$ cat config.mk
export PLATFORM = sky130hd
export DESIGN_NAME = eight_bit_cpu_alu_with_flags_top
export DESIGN_NICKNAME = d
export VERILOG_FILES = /design/src/hdl/ebcpu_alu_pkg.sv /design/src/hdl/eight_bit_cpu_alu_with_flags_top.sv
export SDC_FILE = /design/constraint.sdc
export NUM_CORES = 1
export LEC_CHECK = 0
export ABC_AREA = 0
export BUFFER_PORTS_ARGS = -buffer_cell sky130_fd_sc_hd__buf_2
export CELL_PAD_IN_SITES_DETAIL_PLACEMENT = 1
export CELL_PAD_IN_SITES_GLOBAL_PLACEMENT = 1
export CORE_UTILIZATION = 54
export DETAILED_ROUTE_END_ITERATION = 8
export PLACE_DENSITY_LB_ADDON = 0.3
export SYNTH_ARGS = -nofsm -noshare
export SYNTH_HDL_FRONTEND = slang
export SYNTH_SLANG_ARGS = --single-unit
$ cat constraint.sdc
create_clock -name clk -period 12.1 [get_ports clk]
set_clock_uncertainty 0.2 [all_clocks]
set_input_delay 1.815 -clock clk [delete_from_list [all_inputs] [get_ports clk]]
set_output_delay 1.815 -clock clk [all_outputs]
set_load 0.01 [all_outputs]
$ cat src/hdl/ebcpu_alu_pkg.sv
package ebcpu_alu_pkg;

  // Register file geometry.
  localparam int REG_COUNT  = 8;
  localparam int REG_IDX_W  = 3;
  localparam int ADDR_SPACE = 1 << REG_IDX_W;
  localparam int BANK_DEPTH = ADDR_SPACE / 2;
  localparam int BANK_AW    = REG_IDX_W - 1;

  // Flag bit positions inside the 4-bit flag word.
  localparam int FLAG_Z = 3;
  localparam int FLAG_N = 2;
  localparam int FLAG_H = 1;
  localparam int FLAG_C = 0;

  typedef enum logic [3:0] {
    OP_ADD     = 4'd0,
    OP_SUB     = 4'd1,
    OP_ADD16   = 4'd2,
    OP_DAA     = 4'd3,
    OP_RLA     = 4'd4,
    OP_RL      = 4'd5,
    OP_RRA     = 4'd6,
    OP_RR      = 4'd7,
    OP_SLA     = 4'd8,
    OP_SRA     = 4'd9,
    OP_SRL     = 4'd10,
    OP_LOAD    = 4'd11
  } alu_op_t;

  typedef struct packed {
    logic [3:0]           req_type;
    logic                 with_carry;
    logic [REG_IDX_W-1:0] reg_index;
    logic [15:0]          operand_value;
  } alu_req_t;

  typedef struct packed {
    logic [15:0] result_value;
    logic [3:0]  flag_bits;
  } alu_rsp_t;

  // True when the index names a register that exists in the file.
  function automatic logic idx_in_range(input logic [REG_IDX_W-1:0] idx);
    return (32'(idx) < REG_COUNT);
  endfunction

endpackage

$ cat src/hdl/eight_bit_cpu_alu_with_flags_top.sv
// Eight-bit CPU ALU with a Z/N/H/C flag register.
// Requests arrive on req (valid/ready) and each one runs a single ALU operation
// on the register file: add/adc, sub/sbc, a 16-bit register-pair add, decimal
// adjust, rotates, shifts, or a plain register load. Every request yields one
// response on rsp (valid/ready) with the new register value and the new flags.
// The register file lives in two synchronous RAM banks (even and odd indexes),
// so a pair add reads and writes both halves of a pair in one access.
// An accepted request is read from the banks into the compute stage, and its
// result goes into the output register. Throughput: one request per cycle
// while rsp moves; the next request's bank read overlaps the compute and
// write-back of the current one, with a one-entry bypass for a same-row write.
// When the receiver stalls, the response waits in the output register and one
// more request is held in the compute stage; req_ready then drops until rsp
// moves again. Reset (rst, synchronous) clears the flags, marks every register
// as zero through per-entry valid bits, and empties the pipeline; the block
// accepts requests in the first cycle after reset.
module eight_bit_cpu_alu_with_flags_top (
  input  logic                    clk,
  input  logic                    rst,
  input  logic                    req_valid,
  output logic                    req_ready,
  input  ebcpu_alu_pkg::alu_req_t req,
  output logic                    rsp_valid,
  input  logic                    rsp_ready,
  output ebcpu_alu_pkg::alu_rsp_t rsp
);

  localparam int AW = ebcpu_alu_pkg::BANK_AW;
  localparam int REG_IDX_TOP = ebcpu_alu_pkg::REG_IDX_W - 1;

  logic [7:0] mem_even [ebcpu_alu_pkg::BANK_DEPTH];
  logic [7:0] mem_odd  [ebcpu_alu_pkg::BANK_DEPTH];
  logic [ebcpu_alu_pkg::BANK_DEPTH-1:0] vld_even;
  logic [ebcpu_alu_pkg::BANK_DEPTH-1:0] vld_odd;

  logic                    req_fire;
  logic                    s1_valid;
  logic                    s1_fire;
  ebcpu_alu_pkg::alu_req_t s1_req;
  logic [3:0]              flag_q;

  logic [7:0] rd_even, rd_odd;
  logic       rd_vld_even, rd_vld_odd;
  logic       byp_hit_even, byp_hit_odd;
  logic [7:0] byp_data_even, byp_data_odd;

  logic [AW-1:0] wr_addr;
  logic          we_even, we_odd;
  logic [7:0]    wd_even, wd_odd;
  logic [15:0]   res;
  logic [3:0]    flag_next;

  assign s1_fire   = s1_valid && (!rsp_valid || rsp_ready);
  assign req_ready = !s1_valid || s1_fire;
  assign req_fire  = req_valid && req_ready;
  assign wr_addr   = s1_req.reg_index[REG_IDX_TOP:1];

  // Bank read on acceptance, plus a capture of any write landing on the same
  // row in that cycle, since the RAM returns the old contents.
  always_ff @(posedge clk) begin
    if (req_fire) begin
      rd_even       <= mem_even[req.reg_index[REG_IDX_TOP:1]];
      rd_odd        <= mem_odd[req.reg_index[REG_IDX_TOP:1]];
      rd_vld_even   <= vld_even[req.reg_index[REG_IDX_TOP:1]];
      rd_vld_odd    <= vld_odd[req.reg_index[REG_IDX_TOP:1]];
      byp_hit_even  <= we_even && (wr_addr == req.reg_index[REG_IDX_TOP:1]);
      byp_hit_odd   <= we_odd && (wr_addr == req.reg_index[REG_IDX_TOP:1]);
      byp_data_even <= wd_even;
      byp_data_odd  <= wd_odd;
      s1_req        <= req;
    end
    if (we_even) begin
      mem_even[wr_addr] <= wd_even;
    end
    if (we_odd) begin
      mem_odd[wr_addr] <= wd_odd;
    end
    if (s1_fire) begin
      rsp.result_value <= res;
      rsp.flag_bits    <= flag_next;
    end
  end

  always_ff @(posedge clk) begin
    if (rst) begin
      s1_valid  <= 1'b0;
      rsp_valid <= 1'b0;
      flag_q    <= '0;
      vld_even  <= '0;
      vld_odd   <= '0;
    end else begin
      if (req_ready) begin
        s1_valid <= req_valid;
      end
      if (s1_fire) begin
        rsp_valid <= 1'b1;
        flag_q    <= flag_next;
      end else if (rsp_ready) begin
        rsp_valid <= 1'b0;
      end
      if (we_even) begin
        vld_even[wr_addr] <= 1'b1;
      end
      if (we_odd) begin
        vld_odd[wr_addr] <= 1'b1;
      end
    end
  end

  // Compute and write-back stage.
  always_comb begin
    logic [REG_IDX_TOP:0] idx, idx_hi, idx_lo;
    logic [7:0]  even_b, odd_b, a, b, r8, hi_b, lo_b;
    logic [8:0]  s9;
    logic [4:0]  h5;
    logic [15:0] pair;
    logic [16:0] s17;
    logic [12:0] h13;
    logic        cin, c, wr8, wc;

    idx    = s1_req.reg_index;
    idx_hi = {idx[REG_IDX_TOP:1], 1'b0};
    idx_lo = {idx[REG_IDX_TOP:1], 1'b1};
    wc     = s1_req.with_carry;
    even_b = byp_hit_even ? byp_data_even : (rd_vld_even ? rd_even : 8'h00);
    odd_b  = byp_hit_odd ? byp_data_odd : (rd_vld_odd ? rd_odd : 8'h00);
    a      = ebcpu_alu_pkg::idx_in_range(idx) ? (idx[0] ? odd_b : even_b) : 8'h00;
    b      = s1_req.operand_value[7:0];
    hi_b   = ebcpu_alu_pkg::idx_in_range(idx_hi) ? even_b : 8'h00;
    lo_b   = ebcpu_alu_pkg::idx_in_range(idx_lo) ? odd_b : 8'h00;
    pair   = {hi_b, lo_b};
    cin    = flag_q[ebcpu_alu_pkg::FLAG_C];
    c      = 1'b0;
    s9     = '0;
    h5     = '0;
    s17    = '0;
    h13    = '0;
    r8     = 8'h00;
    wr8    = 1'b0;
    res    = '0;
    flag_next = flag_q;
    we_even = 1'b0;
    we_odd  = 1'b0;
    wd_even = 8'h00;
    wd_odd  = 8'h00;

    unique case (ebcpu_alu_pkg::alu_op_t'(s1_req.req_type))
      ebcpu_alu_pkg::OP_ADD: begin
        c   = wc & cin;
        s9  = {1'b0, a} + {1'b0, b} + {8'h00, c};
        h5  = {1'b0, a[3:0]} + {1'b0, b[3:0]} + {4'h0, c};
        r8  = s9[7:0];
        wr8 = 1'b1;
        flag_next = {r8 == 8'h00, 1'b0, h5[4], s9[8]};
      end
      ebcpu_alu_pkg::OP_SUB: begin
        c   = wc & cin;
        s9  = {1'b0, a} - {1'b0, b} - {8'h00, c};
        h5  = {1'b0, b[3:0]} + {4'h0, c};
        r8  = s9[7:0];
        wr8 = 1'b1;
        flag_next = {r8 == 8'h00, 1'b1, {1'b0, a[3:0]} < h5,
                     {1'b0, a} < ({1'b0, b} + {8'h00, c})};
      end
      ebcpu_alu_pkg::OP_ADD16: begin
        s17 = {1'b0, pair} + {1'b0, s1_req.operand_value};
        h13 = {1'b0, pair[11:0]} + {1'b0, s1_req.operand_value[11:0]};
        res = s17[15:0];
        flag_next = {flag_q[ebcpu_alu_pkg::FLAG_Z], 1'b0, h13[12], s17[16]};
        we_even = s1_fire && ebcpu_alu_pkg::idx_in_range(idx_hi);
        we_odd  = s1_fire && ebcpu_alu_pkg::idx_in_range(idx_lo);
        wd_even = s17[15:8];
        wd_odd  = s17[7:0];
      end
      ebcpu_alu_pkg::OP_DAA: begin
        c  = cin;
        r8 = a;
        if (!flag_q[ebcpu_alu_pkg::FLAG_N]) begin
          if (c || (a > 8'h99)) begin
            r8 = r8 + 8'h60;
            c  = 1'b1;
          end
          if (flag_q[ebcpu_alu_pkg::FLAG_H] || (a[3:0] > 4'd9)) begin
            r8 = r8 + 8'h06;
          end
        end else begin
          if (c) begin
            r8 = r8 - 8'h60;
          end
          if (flag_q[ebcpu_alu_pkg::FLAG_H]) begin
            r8 = r8 - 8'h06;
          end
        end
        wr8 = 1'b1;
        flag_next = {r8 == 8'h00, flag_q[ebcpu_alu_pkg::FLAG_N], 1'b0, c};
      end
      ebcpu_alu_pkg::OP_RLA, ebcpu_alu_pkg::OP_RL: begin
        r8  = {a[6:0], wc ? a[7] : cin};
        wr8 = 1'b1;
        // The accumulator form always clears Z.
        flag_next = {(s1_req.req_type == ebcpu_alu_pkg::OP_RL) && (r8 == 8'h00),
                     2'b00, a[7]};
      end
      ebcpu_alu_pkg::OP_RRA, ebcpu_alu_pkg::OP_RR: begin
        r8  = {wc ? a[0] : cin, a[7:1]};
        wr8 = 1'b1;
        flag_next = {(s1_req.req_type == ebcpu_alu_pkg::OP_RR) && (r8 == 8'h00),
                     2'b00, a[0]};
      end
      ebcpu_alu_pkg::OP_SLA: begin
        r8  = {a[6:0], 1'b0};
        wr8 = 1'b1;
        flag_next = {r8 == 8'h00, 2'b00, a[7]};
      end
      ebcpu_alu_pkg::OP_SRA: begin
        r8  = {a[7], a[7:1]};
        wr8 = 1'b1;
        flag_next = {r8 == 8'h00, 2'b00, a[0]};
      end
      ebcpu_alu_pkg::OP_SRL: begin
        r8  = {1'b0, a[7:1]};
        wr8 = 1'b1;
        flag_next = {r8 == 8'h00, 2'b00, a[0]};
      end
      ebcpu_alu_pkg::OP_LOAD: begin
        r8  = b;
        wr8 = 1'b1;
      end
      default: begin
        res = '0;
      end
    endcase

    if (wr8) begin
      res = {8'h00, r8};
      if (idx[0]) begin
        we_odd = s1_fire && ebcpu_alu_pkg::idx_in_range(idx);
        wd_odd = r8;
      end else begin
        we_even = s1_fire && ebcpu_alu_pkg::idx_in_range(idx);
        wd_even = r8;
      end
    end
  end

  // A request held in the compute stage keeps its operands.
  a_s1_hold: assert property (@(posedge clk) disable iff (rst)
    s1_valid && !s1_fire |=> s1_valid && $stable(s1_req))
    else $error("compute stage lost or changed a held request");

  // Flags move only when a request completes its compute stage.
  a_flag_quiet: assert property (@(posedge clk) disable iff (rst)
    !s1_fire |=> $stable(flag_q))
    else $error("flag register changed without a completing request");

  // An even bank write marks its entry as written.
  a_vld_set: assert property (@(posedge clk) disable iff (rst)
    we_even |=> vld_even[$past(wr_addr)])
    else $error("even bank write did not set its valid bit");

  // Bank writes happen only for a completing request.
  a_we_fire: assert property (@(posedge clk) disable iff (rst)
    (we_even || we_odd) |-> s1_fire)
    else $error("bank write without a completing request");

endmodule
==> out/metrics.cfg <==
[grt]
grtUsageMet2_pct = 60.7
met1_usage_pct = 48.0
grt_most_used_layer = met2
grt_max_degree = 61
grt_pass1_vias = 7329
use_met3_pct = 6.07
grt_pass1_wl_mm = 44.3
antenna_found_initial = 0
gr-total-overflow = 0
grt.total_usage_pct = 37.0

[synth]
synthCells = 786
ys_warn_count = 0
ys_types = 77
syn_area_um2 = 8960
ys_ff_latch = 158
synthTopCellsByArea = edfxtp_1, ha_1, mux4_2
syn-num-nets = 863
synth_flop_cell = edfxtp_1
avgSynthCellArea_um2 = 11.4
synth_edf_count = 144
synth_top_area_cell = edfxtp_1
synthArstFlopShare_pct = 0
post-synth-top-area-fraction_pct = 48.2
synth-seq-area-share_pct = 51.4

[timing]
whs_ns = 0.286
finalHoldViolations = 0
rsz0062_at_grt = no
max_freq_mhz = 173
setup-tns-final_ns = 0
setup_viol = 0
finalCritPeriodShare_pct = 47.9
worst_pin_slew_ns = 1.19
slew_headroom_pct = 20.9
slew_viol_final = 0
period_needed_ns = 5.79

[final_layout]
fill_cells = 1629
multi_input_area_um2 = 4120
fin_nets = 907
diodes = 0
drive_gt1_share_pct = 14.8
area_delta_synth_final_pct = 11.7
regArea_um2 = 4600

[critical_path]
startpoint = byp_hit_even$_DFFE_PP_
r2r_start = byp_hit_even$_DFFE_PP_
cp-end-kind = flop
cp_max_fo = 34
crit_type = reg2reg
crit_arrival_ns = 5.63
startpoint_type = flop
required_ns = 11.93

[floorplan]
die_y_um = 131
pin_count = 50
initial_utilization_pct = 55.8
die_w_um = 131
rows = 46
die_area_um2 = 17100
core_area_um2 = 16100

[hold_path]
hold_path_class = reg2reg
hold_start = vld_odd[2]$_SDFFE_PP0N_

[clock_tree]
hold_buffers = 0
clk_latency_ns = 0.45
clk_pin_slew_worst_paths_ns = 0.08
root_buffer = clkbuf_16
cts.path.max_buffers = 2
cts_buffers = 17
htreeDepth = 4
cts.sinks = 158
cts_resized = 0
tritoncts = yes
post-cts-setup-buffers = 0

[route]
vias_per_cell = 6.73
dr.first_iter.drc_count = 655
drc = 0
drtPass1Iterations = 5
num_vias = 7125
avgRoutedWirePerCell_um = 28.0
drt-total-wl_mm = 29.6
antenna_left = 0

[power_and_ir_drop]
ir_worst_vdd_v = 0.000108
p_leak_nw = 3.72
cellPowerDensity_nw_per_um2 = 148

[status]
outcome = complete, no violations

[flow_run]
cap_violations = 0

[placement]
dp_hpwl_mm = 21.3
gp_congestion = 0.991
numPortBuffers = 49

## path summary, 6_finish.rpt
check / end / slack, ns / depth (start not counted)
max: mem_odd[0][7]$_DFFE_PP_ / 6.31 / 14
min: vld_odd[2]$_SDFFE_PP0N_ / 0.29 / 2
max reg2reg: mem_odd[0][7]$_DFFE_PP_ / 6.31 / 14
min reg2reg: vld_odd[2]$_SDFFE_PP0N_ / 0.29 / 2
## routing by layer
metal	share of wire, %	wire length (um)	vias up
met5	0	0	-
met4	4.4	1310	0
met3	7.1	2110	106
met2	48	14300	373
met1	40	12000	3579
li1	-	-	3067
## power breakdown
part	switching, mW	internal, mW	total, mW
logic	0.167	0.0921	0.260
clock network	0.251	0.317	0.568
registers	0.0278	0.626	0.654
total	0.446	1.04	1.48
## placed cells by master, fill, tap and decap left out, drive strengths merged, types with 8 or more instances in the layout
cell type | Yosys | layout
a211oi | 11 | 11
a21oi | 33 | 33
a221oi | 9 | 9
and2 | 8 | 8
buf | 9 | 55
clkbuf | 21 | 18
dfxtp | 14 | 14
edfxtp | 144 | 144
ha | 44 | 44
inv | 29 | 36
mux4 | 18 | 18
nand2 | 93 | 93
nand2b | 10 | 10
nand3 | 19 | 19
nand3b | 11 | 11
nor2 | 63 | 63
nor2b | 12 | 12
nor3 | 10 | 10
o211ai | 14 | 14
o21a | 9 | 9
o21ai | 45 | 45
o22ai | 10 | 10
xnor2 | 24 | 24
xor2 | 14 | 14
## stage by stage
stage | instances | worst slack [ns] | power (mW) | utilization, % | cell area (um2)
6_report | 1059 | 6.31 | 1.48 | 62.3 | 10000
4_1_cts | 1059 | 6.60 | 1.47 | 62.3 | 10000
3_5_place_dp | 1027 | 6.65 | 0.912 | 58.5 | 9390
5_1_grt | 1059 | 6.13 | 1.52 | 62.3 | 10000
2_1_floorplan | 786 | 7.63 | 0.825 | - | 8960
3_3_place_gp | 1027 | 6.91 | 0.899 | 58.5 | 9390
## registers in the layout, summed over array words and instances (netlist names), 8 cells and up
register and flops:
mem_even 32, mem_odd 32, s1_req 24, rsp 20
byp_data_even 8, byp_data_odd 8, rd_even 8, rd_odd 8
## Yosys cell counts (12+ instances only)
library cell,instances
a21oi_1,33
clkbuf_1,21
dfxtp_1,14
edfxtp_1,144
ha_1,44
inv_1,26
mux4_2,18
nand2_1,93
nand3_1,19
nor2_1,63
nor2b_1,12
o211ai_1,14
o21ai_0,45
xnor2_1,24
xor2_1,14
## logic make-up after synthesis
family                     synth area share, %
AOI/OAI and AO/OA                         15.8
xor gates and xnor gates                  3.71
adders and majority gates                 7.71
buffers and inverters                     2.78
DFF                                       51.4
muxes                                     5.33
and+or+nand+nor                           13.3
## critical path, stage by stage, from the launching register on
cell	delay, ns
edfxtp_1	1.00
nor2b_1	0.20
a221oi_1	0.58
nor2_1	0.31
ha_1	0.42
ha_1	0.39
o211ai_1	0.12
nand2_1	0.07
a41oi_1	0.29
a211o_1	0.20
xnor2_1	0.14
nor2_1	0.07
a211oi_1	0.25
a21boi_0	0.60
o21ai_0	0.51
## area by class of cell
type	count	area share (%)
clock inverters	14	1.70
well taps	216	2.70
flip-flops and latches	158	46.0
multi-input cells	568	41.2
clock buffers	18	4.39
inverters	30	1.15
repair buffers	55	2.90
Note: power is estimated with default switching activity, not from simulation.
